--- src/rtl/hvd_pkg.sv ---
// Shared types, constants and arithmetic steps for the haversine distance block.
`timescale 1ns / 1ps
`default_nettype none
package hvd_pkg;

	localparam logic [31:0] PI_Q30      = 32'd3373259426;
	localparam logic [63:0] HALF_DEG180 = 64'd1509949440;
	localparam logic signed [33:0] GAIN_Q30 = 34'sd652032874;
	localparam logic [23:0] RADIUS_RESET = 24'd1630976;

	// degree to radian conversion: product, reciprocal product, remainder
	localparam int CONV_STAGES = 3;
	localparam int SQRT_STEPS = 31;
	localparam int FIFO_DEPTH = 4;
	localparam int FIFO_AW    = 2;

	// angles reduced to [0, 90] degrees, Q24, ready for the trig lanes
	typedef struct packed {
		logic [30:0] m_dlat;
		logic [30:0] m_dlon;
		logic [30:0] m_lat_a;
		logic [30:0] m_lat_b;
		logic        neg_a;
		logic        neg_b;
	} hvd_angles_t;

	typedef struct packed {
		logic signed [33:0] x;
		logic signed [33:0] y;
		logic signed [33:0] z;
	} cordic_t;

	typedef struct packed {
		logic [60:0] n;
		logic [60:0] r;
	} sqrt_t;

	function automatic logic signed [33:0] atan_q30(logic [4:0] i);
		logic signed [33:0] a;
		unique case (i)
			5'd0:  a = 34'sh03243F6A8;
			5'd1:  a = 34'sh01DAC6705;
			5'd2:  a = 34'sh00FADBAFC;
			5'd3:  a = 34'sh007F56EA6;
			5'd4:  a = 34'sh003FEAB76;
			5'd5:  a = 34'sh001FFD55B;
			5'd6:  a = 34'sh000FFFAAA;
			5'd7:  a = 34'sh0007FFF55;
			5'd8:  a = 34'sh0003FFFEA;
			5'd9:  a = 34'sh0001FFFFD;
			5'd10: a = 34'sh0000FFFFF;
			5'd11: a = 34'sh00007FFFF;
			5'd12: a = 34'sh00003FFFF;
			5'd13: a = 34'sh00001FFFF;
			5'd14: a = 34'sh00000FFFF;
			5'd15: a = 34'sh000007FFF;
			5'd16: a = 34'sh000003FFF;
			5'd17: a = 34'sh000001FFF;
			5'd18: a = 34'sh000000FFF;
			5'd19: a = 34'sh0000007FF;
			5'd20: a = 34'sh0000003FF;
			5'd21: a = 34'sh0000001FF;
			5'd22: a = 34'sh0000000FF;
			5'd23: a = 34'sh00000007F;
			5'd24: a = 34'sh00000003F;
			5'd25: a = 34'sh00000001F;
			5'd26: a = 34'sh00000000F;
			5'd27: a = 34'sh000000008;
			5'd28: a = 34'sh000000004;
			5'd29: a = 34'sh000000002;
			5'd30: a = 34'sh000000001;
			5'd31: a = 34'sh000000000;
		endcase
		return a;
	endfunction

	// Q30 x Q30 product, rounded half up
	function automatic logic signed [31:0] mul_q30(logic signed [31:0] a, logic signed [31:0] b);
		logic signed [63:0] p;
		p = 64'(a) * 64'(b) + 64'sd536870912;
		return p[61:30];
	endfunction

	// rotation mode micro-rotation
	function automatic cordic_t cordic_rot(cordic_t s, logic [4:0] i);
		cordic_t r;
		logic signed [33:0] dx;
		logic signed [33:0] dy;
		dx = s.y >>> i;
		dy = s.x >>> i;
		if (!s.z[33]) begin
			r.x = s.x - dx;
			r.y = s.y + dy;
			r.z = s.z - atan_q30(i);
		end else begin
			r.x = s.x + dx;
			r.y = s.y - dy;
			r.z = s.z + atan_q30(i);
		end
		return r;
	endfunction

	// vectoring mode micro-rotation
	function automatic cordic_t cordic_vec(cordic_t s, logic [4:0] i);
		cordic_t r;
		logic signed [33:0] dx;
		logic signed [33:0] dy;
		dx = s.y >>> i;
		dy = s.x >>> i;
		if (!s.y[33]) begin
			r.x = s.x + dx;
			r.y = s.y - dy;
			r.z = s.z + atan_q30(i);
		end else begin
			r.x = s.x - dx;
			r.y = s.y + dy;
			r.z = s.z - atan_q30(i);
		end
		return r;
	endfunction

	// one digit of the bitwise integer square root, test bit 2^(60-2k)
	function automatic sqrt_t sqrt_step(sqrt_t s, logic [4:0] k);
		sqrt_t r;
		logic [60:0] bit_v;
		logic [60:0] sum;
		bit_v = 61'd1 << (7'd60 - 7'({k, 1'b0}));
		sum = s.r + bit_v;
		if (s.n >= sum) begin
			r.n = s.n - sum;
			r.r = (s.r >> 1) + bit_v;
		end else begin
			r.n = s.n;
			r.r = s.r >> 1;
		end
		return r;
	endfunction

endpackage
`default_nettype wire

--- src/rtl/hvd_fifo.sv ---
// Short queue between the front end and the arithmetic back end.
`timescale 1ns / 1ps
`default_nettype none
module hvd_fifo
	import hvd_pkg::*;
(
	input  wire logic   clk,
	input  wire logic   arst_n,
	input  wire logic   push,
	input  hvd_angles_t wdata,
	output logic        full,
	input  wire logic   pop,
	output hvd_angles_t rdata,
	output logic        empty
);

	hvd_angles_t          mem_q [FIFO_DEPTH];
	logic [FIFO_AW-1:0]   wr_q;
	logic [FIFO_AW-1:0]   rd_q;
	logic [FIFO_AW:0]     cnt_q;

	assign full = (cnt_q == (FIFO_AW + 1)'(FIFO_DEPTH));
	assign empty = (cnt_q == '0);
	assign rdata = mem_q[rd_q];

	always_ff @(posedge clk or negedge arst_n) begin
		if (!arst_n) begin
			wr_q <= '0;
			rd_q <= '0;
			cnt_q <= '0;
		end else begin
			if (push)
				wr_q <= wr_q + 1'b1;
			if (pop)
				rd_q <= rd_q + 1'b1;
			if (push && !pop)
				cnt_q <= cnt_q + 1'b1;
			else if (pop && !push)
				cnt_q <= cnt_q - 1'b1;
		end
	end

	always_ff @(posedge clk) begin
		if (push)
			mem_q[wr_q] <= wdata;
	end

endmodule
`default_nettype wire

--- config.mk ---
export PLATFORM = sky130hd
export DESIGN_NAME = hvd_fifo
export DESIGN_NICKNAME = d
export VERILOG_FILES = /design/src/rtl/hvd_pkg.sv /design/src/rtl/hvd_fifo.sv
export SDC_FILE = /design/constraint.sdc
export NUM_CORES = 1
export LEC_CHECK = 0
export ABC_AREA = 1
export BUFFER_PORTS_ARGS = -buffer_cell sky130_fd_sc_hd__buf_2
export CORE_ASPECT_RATIO = 0.5
export CORE_UTILIZATION = 48
export DETAILED_ROUTE_END_ITERATION = 8
export PLACE_DENSITY_LB_ADDON = 0.15
export SYNTH_ARGS = -nofsm -noshare
export SYNTH_HDL_FRONTEND = slang
export SYNTH_SLANG_ARGS = --single-unit
--- constraint.sdc ---
create_clock -name clk -period 4.2 [get_ports clk]
set_clock_uncertainty 0.05 [all_clocks]
set_input_delay 0.84 -clock clk [delete_from_list [all_inputs] [get_ports clk]]
set_output_delay 0.84 -clock clk [all_outputs]
set_load 0.02 [all_outputs]
Word level (Yosys, flattened, before mapping)
Memory sizes are Yosys's and may differ from the RTL's. Cells that the tools add are included. Widths: inputs -> output; s select.

Bits in registers: 7. Memory bits (writable): 504. Input bits: 130. Output and inout port bits: 128. Word-level logic and storage cells: 19. Memories kept: 1.

Add/subtract/negate cells: 4. Equal/unequal tests: 1. Muxes and demuxes: 4. Reduce and logical (&&, ||, !) cells: 6.

Memories: mem_q (depth 4, bits a word 126, rd ports 1, clocked after memory_dff 0, wr ports 1, line hvd_fifo.sv:17) `hvd_angles_t mem_q [FIFO_DEPTH];`.

Operators with widths (number): $mux 3 (2); $add 2x1->2 const B (2); $add 3x1->3 const B (1); $eq 3x3->1 const B (1); $logic_not 3->1 (1); $sub 3x1->3 const B (1); $logic_and 1x1->1 (2); $logic_not 1->1 (2); $mux 1 (2); $reduce_bool 2->1 (1).

Longest topological paths before layout
Depth after elaboration: 4. Depth in mapped cells: 9. Gate-level depth less buffers: 9.

Worst setup path after synthesis
Ideal clock, no wire load.

Path kind: input-to-reg. Start point: input push. End point: memory mem_q[0][0] (netlist name), enable pin. Library setup time: 0.479 ns. Arrival: 3.576 ns. Data required time: 3.671 ns. Slack: 0.095 ns. Stages: 3. Buffers on the path: 1. Path through: clkbuf_1 -> nand2_1 -> inv_1.

Word-level cells in the longest chain between the ends: 2.

RTL lines: start: declaration (line hvd_fifo.sv:9) `input wire logic push,`; $mux 1 (line hvd_fifo.sv:44) `if (push)`; $mux 1 (not written as such) (line hvd_fifo.sv:45) `mem_q[wr_q] <= wdata;`; end: declaration (line hvd_fifo.sv:17).

Every way passes these cells.

==> impl_metrics.csv <==
group,metric,value,unit
global_route,grt_use_met1,0.231,
run,drv_cap,0,
finish,syn_to_final_growth,14.2,%
floorplanning,die_h,151,um
synthesis,synthFlopType,"edfxtp_1",
timing,hold_viol,0,
floorplanning,die_width,301,um
critical_path,path_class,"register to output pin",
placed_design,dp_hpwl,25000,um
finish,finalNonFillerCells,2389,
synthesis,ys.warnings.count,0,
synthesis,synth_edf_count,504,
global_route,grt_busiest_layer,"met2",
global_route,grt_start_max_net_pins,127,
placed_design,place_inst,2303,
placed_design,routabilityCongestion,0.725,
timing,finalCriticalPeriod,3270,ps
timing,clock.fmax,306,MHz
drt,viasPerCell,4.96,
drt,route.vias.total,11800,
timing,period_share,0.778,
clock_tree,cts_resized,0,
floorplanning,die_area,0.0455,mm2
global_route,track_usage,0.189,
clock_tree,cts_tree,"built",
critical_path,regToRegStartpoint,"wr_q[1]$_DFFE_PN0P_",
synthesis,synth_fp_nets,1653,
synthesis,synth_top_area_cell,"edfxtp_1",
critical_path,cp-start-kind,"register",
floorplanning,std_cell_rows,54,
critical_path,cp_top_family,"buffers and inverters",
run_status,outcome,"finished, final reports clean",
finish,final_nets,1900,
power,powerDensity,741,mW/mm2
timing,report.final.slew_viol_count,0,
critical_path,startpoint,"rd_q[0]$_DFFE_PN0P_",
critical_path,reg2reg_depth,5,
global_route,grt_pass1_wl,65700,um
timing,tns,0,ps
power,total_leakage_power,9.73,nW
synthesis,netlist_top_cells_area,"edfxtp_1, o211ai_2, o211ai_1",
synthesis,synth.most_common_cell,"edfxtp_1",
drt,drc,0,
finish,register_area,0.0153,mm2
synthesis,ys_types,22,
drt,drtPass1Iterations,5,
timing,worstMarginPinSlew,814,ps
critical_path,cp_data_arrival_time,2380,ps
clock_tree,clk_pin_slew,70,ps
clock_tree,clock_latency,550,ps
critical_path,max_stage_delay,720,ps
hold_path,hp-class,"primary input to asynchronous set/reset pin",
clock_tree,cts.sinks,511,
critical_path,cp.required,3310,ps
floorplanning,io_pins,258,
timing,rsz0062_at_grt,"false",
global_route,antenna_found_initial,3,
finish,drive_gt1_frac,0.310,
floorplanning,core,0.0438,mm2
placed_design,port_buffers,257,
timing,setup_viol,0,
critical_path,critPathMaxFanout,65,
floorplanning,initial_core_util,0.489,
power,ir_worst_vdd,521,uV
global_route,grtUsageMet2,0.349,
global_route,grt_pass1_vias,12000,
global_route,grt_use_met3,0.0314,
clock_tree,ctsHoldBuffers,0,
synthesis,synth_cells,1517,
timing,hold_ws,67.9,ps
global_route,grt_overflow,0,
critical_path,crit_top_cell,"nand2_1",
critical_path,rrSetupSlack,1990,ps
clock_tree,cts_setup_buffers,0,
synthesis,async_flop_share,0.0137,
critical_path,end_kind,"output pin",
synthesis,synth_top_area_frac,0.707,
critical_path,path_cells,"buf_4, nand2_1, o211ai_1, nand2_1, buf_2",
clock_tree,cts.path.max_buffers,3,
clock_tree,htree_levels,2,
finish,multi_input_comb_area,0.00426,mm2
synthesis,yosysSeqAreaShare,0.715,
synthesis,avgSynthCellArea,14.1,um2
timing,max-slew-margin-rel,0.457,
critical_path,rr_endpoint,"mem_q[1][99]$_DFFE_PP_",
clock_tree,cts_root_buffer,"clkbuf_16",
synthesis,netlist_top_cells_count,"edfxtp_1, nand2_1, inv_1, o211ai_1, o211ai_2",
clock_tree,numCtsBuffers,47,
critical_path,worst_path_max_delay_cell,"dfrtp_4",
finish,fin_util,0.558,
drt,drt_iter0_markers,627,
finish,fillCellCount,3579,
drt,routedWlPerCell,18.0,um
critical_path,crit_path_end,"rdata[97]",
critical_path,critical_path_depth,5,
synthesis,ys_seq_elements,511,
critical_path,crit_buf_inv,2,
drt,ant_nets,0,
synthesis,syn-cell-area,0.0214,mm2
drt,routed_wl,43000,um
==> area by class of cell <==
type | count | area share
well taps | 588 | 0.0301
diodes | 2 | 0.000205
inverters | 264 | 0.0416
flip-flops and latches | 511 | 0.626
multi-input cells | 658 | 0.174
clock inverters | 25 | 0.0102
clock buffers | 59 | 0.0517
repair buffers | 282 | 0.0654
==> state kept, by name (all words and copies together), names as in the netlist <==
| register | count |
|---|---|
| cnt_q | 3 |
| wr_q | 2 |
| rd_q | 2 |
| mem_q | 504 |
==> where the power goes <==
| part | switching [mW] | internal [mW] |
|---|---|---|
| combinational | 4.81 | 2.10 |
| sequential | 0.311 | 6.67 |
| clock | 1.84 | 2.39 |
==> per-stage QoR <==
step	area, um2	worst slack, ps	power (mW)
finish	24400	933	18.1
global route	24400	748	19.1
CTS	24400	887	18.4
detailed placement	22900	1480	14.2
global placement	22900	1520	14.0
floorplan	21400	95.1	12.4
==> how the worst min path moves through the flow <==
| stage | cells after the start | end | from |
|---|---|---|---|
| after floorplan | 2 | cnt_q[2]$_DFFE_PN0P_ | cnt_q[2]$_DFFE_PN0P_ |
| after global placement | 2 | cnt_q[2]$_DFFE_PN0P_ | cnt_q[2]$_DFFE_PN0P_ |
| after detailed placement | 2 | cnt_q[2]$_DFFE_PN0P_ | cnt_q[2]$_DFFE_PN0P_ |
| after CTS | 1 | cnt_q[0]$_DFFE_PN0P_ | arst_n |
| after global routing | 1 | cnt_q[0]$_DFFE_PN0P_ | arst_n |
| final | 1 | cnt_q[0]$_DFFE_PN0P_ | arst_n |
==> layout by cell type, fill, tap and decap left out <==
cell type / synthesis / routed
clkinv_4: 0 / 2
fa_1: 1 / 1
inv_6: 1 / 5
o211ai_1: 150 / 150
xnor2_1: 1 / 1
clkinv_2: 0 / 4
buf_2: 23 / 257
nor3_1: 2 / 2
ha_1: 5 / 5
inv_1: 263 / 259
clkinv_1: 0 / 8
nand2_2: 100 / 100
nand4_1: 1 / 1
edfxtp_1: 504 / 504
clkbuf_1: 9 / 10
clkbuf_16: 0 / 49
buf_12: 12 / 10
bufinv_16: 0 / 4
o211ai_2: 102 / 102
diode_2: 0 / 2
clkinv_8: 0 / 1
nand3_1: 1 / 1
xor2_1: 3 / 3
o21ai_1: 1 / 1
nand2_1: 291 / 291
dfrtp_1: 7 / 5
buf_4: 5 / 15
dfrtp_4: 0 / 2
clkinvlp_4: 0 / 6
==> kinds of logic (layout without fill, tap and decap cells) <==
family / count (synthesis) / in the layout / synth area share
buffers and inverters: 348 / 630 / 0.0854
adders and majority gates: 6 / 6 / 0.00386
xor gates and xnor gates: 4 / 4 / 0.00164
and+or+nand+nor: 395 / 395 / 0.0813
AOI/OAI and AO/OA: 253 / 253 / 0.112
other: 0 / 2 / 0
DFF: 511 / 511 / 0.715
==> layer usage <==
layer,wire length (um),up-vias
met4,829,2
met5,13,-
met2,22900,176
met3,1480,64
li1,-,5789
met1,17800,5815
(Power assumes the default switching activity.)
