### src/rtl/hvd_pkg.sv
// Shared types, constants and arithmetic steps for the haversine distance block.
`timescale 1ns / 1ps
`default_nettype none
package hvd_pkg;

	localparam logic [31:0] PI_Q30      = 32'd3373259426;
	localparam logic [63:0] HALF_DEG180 = 64'd1509949440;
	localparam logic signed [33:0] GAIN_Q30 = 34'sd652032874;
	localparam logic [23:0] RADIUS_RESET = 24'd1630976;

	// degree to radian conversion: product, reciprocal product, remainder
	localparam int CONV_STAGES = 3;
	localparam int SQRT_STEPS = 31;
	localparam int FIFO_DEPTH = 4;
	localparam int FIFO_AW    = 2;

	// angles reduced to [0, 90] degrees, Q24, ready for the trig lanes
	typedef struct packed {
		logic [30:0] m_dlat;
		logic [30:0] m_dlon;
		logic [30:0] m_lat_a;
		logic [30:0] m_lat_b;
		logic        neg_a;
		logic        neg_b;
	} hvd_angles_t;

	typedef struct packed {
		logic signed [33:0] x;
		logic signed [33:0] y;
		logic signed [33:0] z;
	} cordic_t;

	typedef struct packed {
		logic [60:0] n;
		logic [60:0] r;
	} sqrt_t;

	function automatic logic signed [33:0] atan_q30(logic [4:0] i);
		logic signed [33:0] a;
		unique case (i)
			5'd0:  a = 34'sh03243F6A8;
			5'd1:  a = 34'sh01DAC6705;
			5'd2:  a = 34'sh00FADBAFC;
			5'd3:  a = 34'sh007F56EA6;
			5'd4:  a = 34'sh003FEAB76;
			5'd5:  a = 34'sh001FFD55B;
			5'd6:  a = 34'sh000FFFAAA;
			5'd7:  a = 34'sh0007FFF55;
			5'd8:  a = 34'sh0003FFFEA;
			5'd9:  a = 34'sh0001FFFFD;
			5'd10: a = 34'sh0000FFFFF;
			5'd11: a = 34'sh00007FFFF;
			5'd12: a = 34'sh00003FFFF;
			5'd13: a = 34'sh00001FFFF;
			5'd14: a = 34'sh00000FFFF;
			5'd15: a = 34'sh000007FFF;
			5'd16: a = 34'sh000003FFF;
			5'd17: a = 34'sh000001FFF;
			5'd18: a = 34'sh000000FFF;
			5'd19: a = 34'sh0000007FF;
			5'd20: a = 34'sh0000003FF;
			5'd21: a = 34'sh0000001FF;
			5'd22: a = 34'sh0000000FF;
			5'd23: a = 34'sh00000007F;
			5'd24: a = 34'sh00000003F;
			5'd25: a = 34'sh00000001F;
			5'd26: a = 34'sh00000000F;
			5'd27: a = 34'sh000000008;
			5'd28: a = 34'sh000000004;
			5'd29: a = 34'sh000000002;
			5'd30: a = 34'sh000000001;
			5'd31: a = 34'sh000000000;
		endcase
		return a;
	endfunction

	// Q30 x Q30 product, rounded half up
	function automatic logic signed [31:0] mul_q30(logic signed [31:0] a, logic signed [31:0] b);
		logic signed [63:0] p;
		p = 64'(a) * 64'(b) + 64'sd536870912;
		return p[61:30];
	endfunction

	// rotation mode micro-rotation
	function automatic cordic_t cordic_rot(cordic_t s, logic [4:0] i);
		cordic_t r;
		logic signed [33:0] dx;
		logic signed [33:0] dy;
		dx = s.y >>> i;
		dy = s.x >>> i;
		if (!s.z[33]) begin
			r.x = s.x - dx;
			r.y = s.y + dy;
			r.z = s.z - atan_q30(i);
		end else begin
			r.x = s.x + dx;
			r.y = s.y - dy;
			r.z = s.z + atan_q30(i);
		end
		return r;
	endfunction

	// vectoring mode micro-rotation
	function automatic cordic_t cordic_vec(cordic_t s, logic [4:0] i);
		cordic_t r;
		logic signed [33:0] dx;
		logic signed [33:0] dy;
		dx = s.y >>> i;
		dy = s.x >>> i;
		if (!s.y[33]) begin
			r.x = s.x + dx;
			r.y = s.y - dy;
			r.z = s.z + atan_q30(i);
		end else begin
			r.x = s.x - dx;
			r.y = s.y + dy;
			r.z = s.z - atan_q30(i);
		end
		return r;
	endfunction

	// one digit of the bitwise integer square root, test bit 2^(60-2k)
	function automatic sqrt_t sqrt_step(sqrt_t s, logic [4:0] k);
		sqrt_t r;
		logic [60:0] bit_v;
		logic [60:0] sum;
		bit_v = 61'd1 << (7'd60 - 7'({k, 1'b0}));
		sum = s.r + bit_v;
		if (s.n >= sum) begin
			r.n = s.n - sum;
			r.r = (s.r >> 1) + bit_v;
		end else begin
			r.n = s.n;
			r.r = s.r >> 1;
		end
		return r;
	endfunction

endpackage
`default_nettype wire

### src/rtl/hvd_pt_if.sv
// Input channel: a pair of points with valid/ready.
`timescale 1ns / 1ps
`default_nettype none
interface hvd_pt_if;
	logic              valid;
	logic              ready;
	logic signed [30:0] lat_a;
	logic signed [31:0] lon_a;
	logic signed [30:0] lat_b;
	logic signed [31:0] lon_b;

	modport source (output valid, output lat_a, output lon_a, output lat_b, output lon_b,
		input ready);
	modport sink (input valid, input lat_a, input lon_a, input lat_b, input lon_b,
		output ready);
endinterface
`default_nettype wire

### src/rtl/hvd_front.sv
// Front end: takes point pairs, forms half differences and reduces all angles to [0, 90] deg.
`timescale 1ns / 1ps
`default_nettype none
module hvd_front
	import hvd_pkg::*;
(
	input  wire logic  clk,
	input  wire logic  arst_n,
	hvd_pt_if.sink     points,
	output logic       push,
	output hvd_angles_t push_data,
	input  wire logic  full
);

	localparam logic signed [35:0] H180 = 36'sd3019898880;
	localparam logic signed [35:0] H90  = 36'sd1509949440;
	localparam logic [32:0] C90  = 33'd1509949440;
	localparam logic [32:0] C180 = 33'd3019898880;
	localparam logic [32:0] C270 = 33'd4529848320;
	localparam logic [32:0] C360 = 33'd6039797760;

	// floor mod 180 deg, then fold onto [0, 90]; sin^2 is unchanged
	function automatic logic [30:0] half_fold(logic signed [35:0] h);
		logic signed [35:0] r;
		priority if (h < -H180) r = h + H180 + H180;
		else if (h < 0)         r = h + H180;
		else if (h >= H180)     r = h - H180;
		else                    r = h;
		if (r > H90)
			r = H180 - r;
		return r[30:0];
	endfunction

	// fold [0, 360) onto [0, 90] with a sign for the cosine
	function automatic logic [31:0] cos_fold(logic [32:0] m);
		logic [32:0] r;
		logic        neg;
		priority if (m <= C90) begin
			neg = 1'b0;
			r = m;
		end else if (m <= C180) begin
			neg = 1'b1;
			r = C180 - m;
		end else if (m < C270) begin
			neg = 1'b1;
			r = m - C180;
		end else begin
			neg = 1'b0;
			r = C360 - m;
		end
		return {neg, r[30:0]};
	endfunction

	logic              en;
	logic              v_s1;
	logic              v_s2;
	logic signed [31:0] hlat_s1;
	logic signed [32:0] hlon_s1;
	logic [32:0]        ga_s1;
	logic [32:0]        gb_s1;
	logic signed [31:0] hlat_c;
	logic signed [32:0] hlon_c;
	logic signed [33:0] ga_c;
	logic signed [33:0] gb_c;
	logic [31:0]        fa_c;
	logic [31:0]        fb_c;
	hvd_angles_t        ang_s2;

	assign en = !v_s2 || !full;
	assign points.ready = en;

	assign hlat_c = $signed({points.lat_b[30], points.lat_b})
		- $signed({points.lat_a[30], points.lat_a});
	assign hlon_c = $signed({points.lon_b[31], points.lon_b})
		- $signed({points.lon_a[31], points.lon_a});
	assign ga_c = $signed({{2{points.lat_a[30]}}, points.lat_a, 1'b0});
	assign gb_c = $signed({{2{points.lat_b[30]}}, points.lat_b, 1'b0});

	always_ff @(posedge clk or negedge arst_n) begin
		if (!arst_n) begin
			v_s1 <= 1'b0;
			v_s2 <= 1'b0;
		end else if (en) begin
			v_s1 <= points.valid;
			v_s2 <= v_s1;
		end
	end

	always_ff @(posedge clk) begin
		if (en) begin
			hlat_s1 <= hlat_c;
			hlon_s1 <= hlon_c;
			ga_s1 <= ga_c[33] ? 33'(ga_c + 34'sd6039797760) : ga_c[32:0];
			gb_s1 <= gb_c[33] ? 33'(gb_c + 34'sd6039797760) : gb_c[32:0];
		end
	end

	assign fa_c = cos_fold(ga_s1);
	assign fb_c = cos_fold(gb_s1);

	always_ff @(posedge clk) begin
		if (en) begin
			ang_s2.m_dlat <= half_fold(36'(hlat_s1));
			ang_s2.m_dlon <= half_fold(36'(hlon_s1));
			ang_s2.m_lat_a <= fa_c[30:0];
			ang_s2.m_lat_b <= fb_c[30:0];
			ang_s2.neg_a <= fa_c[31];
			ang_s2.neg_b <= fb_c[31];
		end
	end

	assign push = v_s2 && !full;
	assign push_data = ang_s2;

endmodule
`default_nettype wire

### src/flat_wrapper.sv
// flat-port wrapper written by rule: the top's interface ports become plain ports
module hvd_front_flat import hvd_pkg::*;
  (clk, arst_n, push, push_data, full, points_valid, points_lat_a, points_lon_a, points_lat_b, points_lon_b, points_ready);
  hvd_pt_if points_i ();
  input  wire logic clk;
  input  wire logic arst_n;
  output logic push;
  output hvd_angles_t push_data;
  input  wire logic full;
  input wire logic [$bits(points_i.valid)-1:0] points_valid;
  input wire logic [$bits(points_i.lat_a)-1:0] points_lat_a;
  input wire logic [$bits(points_i.lon_a)-1:0] points_lon_a;
  input wire logic [$bits(points_i.lat_b)-1:0] points_lat_b;
  input wire logic [$bits(points_i.lon_b)-1:0] points_lon_b;
  output wire logic [$bits(points_i.ready)-1:0] points_ready;
  assign points_i.valid = points_valid;
  assign points_i.lat_a = points_lat_a;
  assign points_i.lon_a = points_lon_a;
  assign points_i.lat_b = points_lat_b;
  assign points_i.lon_b = points_lon_b;
  assign points_ready = points_i.ready;
  hvd_front u_core (.clk(clk), .arst_n(arst_n), .points(points_i), .push(push), .push_data(push_data), .full(full));
endmodule
### config.mk
export PLATFORM = sky130hd
export DESIGN_NAME = hvd_front_flat
export DESIGN_NICKNAME = d
export VERILOG_FILES = /design/src/rtl/hvd_pkg.sv /design/src/rtl/hvd_pt_if.sv /design/src/rtl/hvd_front.sv /design/src/flat_wrapper.sv
export SDC_FILE = /design/constraint.sdc
export NUM_CORES = 1
export LEC_CHECK = 0
export BUFFER_PORTS_ARGS = -buffer_cell sky130_fd_sc_hd__clkbuf_2
export CAP_MARGIN = 10
export CORE_MARGIN = 4
export CORE_UTILIZATION = 45
export CTS_CLUSTER_DIAMETER = 150
export DETAILED_ROUTE_END_ITERATION = 7
export PLACE_DENSITY = 0.66
export REMOVE_ABC_BUFFERS = 1
export SYNTH_ARGS = -nofsm -noshare
export SYNTH_HDL_FRONTEND = slang
export SYNTH_SLANG_ARGS = --single-unit
### constraint.sdc
create_clock -name clk -period 9.55 [get_ports clk]
set_clock_uncertainty 0.05 [all_clocks]
set_input_delay 0.955 -clock clk [delete_from_list [all_inputs] [get_ports clk]]
set_output_delay 0.955 -clock clk [all_outputs]
set_load 0.02 [all_outputs]
* Word level (Yosys, flattened, before mapping)
Cells that the tools add are included.
** Word-level totals
- Output and inout port bits :: 128
- Flip-flop bits (word level) :: 259
- Word-level logic and storage cells :: 72
** Operators by class
- Multiplexer cells :: 22
- $lt $le $gt $ge :: 14
- Reductions and logical operators :: 4
- Add/sub/neg operators :: 18
** Operators with widths (count)
- $mux 31 :: 10
- $mux 36 :: 8
- $sub 31x31->31 const A :: 4
- $lt 33x33->1 const B :: 3
- $add 36x33->36 const B :: 2
- $gt 36x32->1 const B :: 2
- $add 32x33->33 const B :: 2
- $le 33x31->1 const B :: 2
- $le 33x32->1 const B :: 2
- $sub 30x31->31 const A :: 2
- $sub 31x30->31 const B :: 2
- $add 32x33->34 const B :: 1
- $add 33x33->34 const B :: 1
- $sub 32x33->34 const B :: 1
- $sub 33x33->34 const B :: 1
- $ge 32x33->1 const B :: 1
- $ge 33x33->1 const B :: 1
- $lt 32x33->1 const B :: 1
- $lt 33x1->1 const B :: 1
- $sub 32x32->33 :: 1
- $lt 32x1->1 const B :: 1
- $sub 31x31->32 :: 1
- $mux 1 :: 4
- $logic_not 1->1 :: 2
- other kinds (2) :: 2

* Depth between registers and ports, before layout
- Word-level depth :: 7
- Depth in mapped cells :: 13

* Worst setup path after synthesis
OpenSTA, ideal clock, no wires.
- Path type :: input to register
- Start :: input full
- End :: register u_core.v_s1
- Stages :: 2
- Setup slack :: 2.104 ns
- Data arrival time :: 7.301 ns
- Library setup time :: 0.094 ns
- Path buffers :: 0
- Path through :: nand2_1 mux2_2
** Between the ends
- Longest elaborated chain between the ends :: 2
** RTL lines
- from (decl) :: RTL line flat_wrapper.sv:9 : input wire logic full;
- $logic_not 1->1 :: RTL line hvd_front.sv:69 : assign en = !v_s2 || !full;
- $logic_or 1x1->1 :: RTL line hvd_front.sv:69
- to (signal assigned) :: RTL line hvd_front.sv:84 : v_s1 <= points.valid;
- to (decl) :: RTL line hvd_front.sv:55 : logic v_s1;
No other way between the ends.
A chain may end at the register's enable or synchronous reset.

* Worst setup path after layout
- Start :: register u_core.hlon_s1[26]
- End :: register u_core.ang_s2 (netlist bit u_core.push_data[83]) (data pin)
** Between the ends
- Longest elaborated chain between the ends :: 7
- Elaborated cells on any way between the ends :: 13
- Classes of those cells :: add/sub (4); order compare (4); mux (5)
** RTL lines
- from (decl) :: RTL line hvd_front.sv:58 : logic signed [32:0] hlon_s1;
- from (signal assigned) :: RTL line hvd_front.sv:92 : hlon_s1 <= hlon_c;
- branches (longest 3 deep; another with $add 36x33->36)
- $mux 36 * :: RTL line hvd_front.sv:25 : priority if (h < -H180) r = h + H180 + H180;
- $mux 36 * :: RTL line hvd_front.sv:102 : if (en) begin
- $gt 36x32->1 or $sub 31x31->31 (tied branches) :: RTL line hvd_front.sv:29, hvd_front.sv:30
- $mux 31 * :: RTL line hvd_front.sv:29 : if (r > H90)
- to (decl) :: RTL line hvd_front.sv:67 : hvd_angles_t ang_s2;
Every way passes the cells marked *. The select of a mux whose other input is x is not followed.

==> flow_metrics.env <==
export IMPL_run_status="completed"
export IMPL_tritoncts_num_sinks=255
export IMPL_crit_path_cell_trace="inv_1 > ha_1 > and3b_1 > o21ai_1 > o21ai_0 > a22oi_1 > xnor2_1 > o211ai_1 > a21oi_2 > o311ai_1 > xnor2_1"
export IMPL_rsz_0062_raised_after_global_routing="false"
export IMPL_grt_total_usage_pct=18.91
export IMPL_antenna_found_initial=3
export IMPL_drtPass1Iterations=5
export IMPL_cpMaxStageDelayCell="sky130_fd_sc_hd__a21oi_2"
export IMPL_synth_cell_type_count=91
export IMPL_critPathTopFamily="compound AO/OA/AOI/OAI gates"
export IMPL_grt_pass1_wl_mm=57.10
export IMPL_synth_top_family_by_area="compound AO/OA/AOI/OAI gates"
export IMPL_met2_wirelength_mm=17.51
export IMPL_report_final_hold_viol_count=0
export IMPL_topRoutingLayerUsed="met5"
export IMPL_critPathArrivalTime_ns=4.49
export IMPL_r2r_cell_count=11
export IMPL_syn_area_per_cell_um2=10.83
export IMPL_crit_path_max_incr_delay_ns=0.89
export IMPL_timing_setup_critical_path_class="reg2reg"
export IMPL_worstSetupStartpoint="u_core.hlon_s1[26]$_DFFE_PP_"
export IMPL_synth_compound_area_share_pct=15.35
export IMPL_cts_htree_levels=1
export IMPL_cts_buffers_inserted=28
export IMPL_first_global_vias=11250
export IMPL_simple_gate_fraction_of_synth_area_pct=13.90
export IMPL_drtIter0Drc=749
export IMPL_post_dp_hpwl_mm=27.96
export IMPL_drc=0
export IMPL_cts_setup_buffers=0
export IMPL_vdd_ir_drop_worst_uv=159.0
export IMPL_achievable_frequency_ghz=0.2351
export IMPL_period_needed_ns=4.253
export IMPL_timing_hold_ws_ns=0.1356
export IMPL_tritoncts="yes"
export IMPL_boundaryPins=258
export IMPL_wirelength_met1_mm=15.26
export IMPL_finalPower_uw=4272
export IMPL_critical_path_required_time_ns=9.79
export IMPL_wire_per_inst_um=16.77
export IMPL_cap_viol_max_count=0
export IMPL_report_final_setup_viol=0
export IMPL_hold_buffers=0
export IMPL_die_area_um2=37160
export IMPL_drt_wl_total_mm=35.98
export IMPL_syn_cell_area_um2=15360
export IMPL_cp_start_kind="flop"
export IMPL_timing_critical_path_depth=11
export IMPL_initial_utilization_pct=45.71
export IMPL_worst_path_most_repeated_cell="sky130_fd_sc_hd__xnor2_1"
export IMPL_grt_overflow_total=0
export IMPL_postRouteAntennaNets=0
export IMPL_worstSkewPairLatency_ns=0.55
export IMPL_sequential_area_share_after_synthesis_pct=49.77
export IMPL_relSlewSlack_pct=28.30
export IMPL_final_max_slew_violation_count=0
export IMPL_fp_row_count=67
export IMPL_yosys_warnings=0
export IMPL_io_buffer_count=255
export IMPL_pin_count_of_the_biggest_net_entering_global_routing=89
export IMPL_synth_main_ff_cell="sky130_fd_sc_hd__edfxtp_1"
export IMPL_syn_instance_count=1419
export IMPL_nets=1888
export IMPL_post_synth_top_count_cell="sky130_fd_sc_hd__edfxtp_1"
export IMPL_path_class_of_the_lowest_slack_min_delay_path="in2async"
export IMPL_finalSetupTns_ns=0
export IMPL_netlist_top_cells_area="sky130_fd_sc_hd__edfxtp_1 (49%), sky130_fd_sc_hd__xnor2_1 (7.8%), sky130_fd_sc_hd__ha_1 (6.6%), sky130_fd_sc_hd__inv_1 (2.9%), sky130_fd_sc_hd__nand2_1 (2.6%)"
export IMPL_die_y_um=192.8
export IMPL_cellLeakagePower_uw=0.007262
export IMPL_largest_area_contributor_in_the_synthesized_netlist="sky130_fd_sc_hd__edfxtp_1"
export IMPL_root_buffer="sky130_fd_sc_hd__clkbuf_16"
export IMPL_critPathMaxFanout=25
export IMPL_worst_r2r_startpoint="u_core.hlon_s1[26]$_DFFE_PP_"
export IMPL_cts_clk_slew_worst_paths_ns=0.06
export IMPL_synth_async_sr_flop_share_pct=0.7843
export IMPL_postSynthRegisterBits=255
export IMPL_synth_area_in_xor_xnor_pct=9.520
export IMPL_synthAdderAreaFrac_pct=6.857
export IMPL_chipWidth_um=192.8
export IMPL_critical_path_buf_inv_count=1
export IMPL_area_growth_pct=17.06
export IMPL_clockBufferDepth=3
export IMPL_end_kind="flop"
export IMPL_gp_congestion=0.9049
export IMPL_multiplexer_share_of_the_synthesized_area_pct=0.5375
export IMPL_synth_edff_count=253
export IMPL_synth_common_cells="sky130_fd_sc_hd__edfxtp_1 (253), sky130_fd_sc_hd__xnor2_1 (137), sky130_fd_sc_hd__inv_1 (118)"
export IMPL_fin_crit_sh_pct=44.53
export IMPL_finish_utilization_pct=53.50
export IMPL_power_density_cell_area_nw_per_um2=237.5
export IMPL_netlist_area_leader_share_pct=49.45
export IMPL_cts_repair_resized=0
export IMPL_via_per_inst=5.401
export IMPL_max_slew_worst_pin_slew_ns=1.076
export IMPL_routed_via_count=11590
export IMPL_design_core_area_um2=33620
export IMPL_drive_above_1_share_pct=20.39
export IMPL_wl_met3_mm=2.103
-- worst reg2reg max path, delay by kind of cell (launching register included) --
kind            cells  cell delay (ns)
flops               1             0.58
compound gates      6             2.25
fa+ha+maj           1             0.20
xor+xnor            2             0.44
simple gates        1             0.21
buf+inv             1             0.27
-- state kept, by name (all words and copies together), names as in the netlist --
register	count
u_core.v_s2	1
u_core.push_data	124
u_core.hlat_s1	32
u_core.v_s1	1
u_core.ga_s1	32
u_core.gb_s1	32
u_core.hlon_s1	33
-- power by group --
group / switching, uW / internal (uW) / leakage (uW) / total (uW)
registers: 188 / 1630 / 0.00257 / 1820
logic: 863 / 543 / 0.00425 / 1410
clock network: 447 / 600 / 0.000438 / 1050
total: 1500 / 2770 / 0.00726 / 4270
-- cell type report --
class	count	area, um^2
clock inverters	20	195.2
flip-flops and latches	255	7647
repair buffers	260	1314
fillers	3022	15630
well taps	448	560.5
diodes	1	2.502
multi-input cells	1012	7108
inverters	118	442.9
clock buffers	32	715.7
-- layout by cell type (no fill, tap or decap), drive strengths merged, types with 37 or more instances in the layout --
cell    instances
a21oi          74
clkbuf        287
edfxtp        253
ha             81
inv           119
nand2         105
nor2           87
nor3           37
o21ai          70
xnor2         137
-- final timing paths --
kind | to | slack [ns]
max in group asynchronous | u_core.v_s2$_DFFE_PN0P_ | 9.21
setup reg to reg | u_core.push_data[83]$_DFFE_PP_ | 5.30
hold / removal | u_core.v_s1$_DFFE_PN0P_ | 0.14
hold reg to reg | u_core.v_s2$_DFFE_PN0P_ | 0.43
min in group clk | u_core.v_s2$_DFFE_PN0P_ | 0.43
setup / recovery | u_core.push_data[83]$_DFFE_PP_ | 5.30
-- stage by stage --
step | cell area, um^2 | std cells | worst slack [ns]
floorplan | 15190 | 1385 | 2.104
global placement | 17070 | 2093 | 5.325
detailed placement | 17070 | 2093 | 5.217
CTS | 17980 | 2145 | 5.329
global route | 17990 | 2146 | 4.941
finish | 17990 | 2146 | 5.297
-- metal layers --
| metal | up-vias | track usage, % |
|---|---|---|
| met1 | 5426 | 23.99 |
| met4 | 4 | 5.897 |
| met5 | - | 0 |
| met3 | 63 | 3.039 |
| met2 | 325 | 33.14 |
| li1 | 5773 | - |
-- cells by family after synthesis --
logic type | count (synthesis)
buffers and inverters | 153
xor gates and xnor gates | 167
AOI/OAI and AO/OA | 342
other | 1
muxes | 8
adders and majority gates | 83
and+or+nand+nor | 410
DFF | 255
No activity file was read; power rests on OpenSTA's default activity.
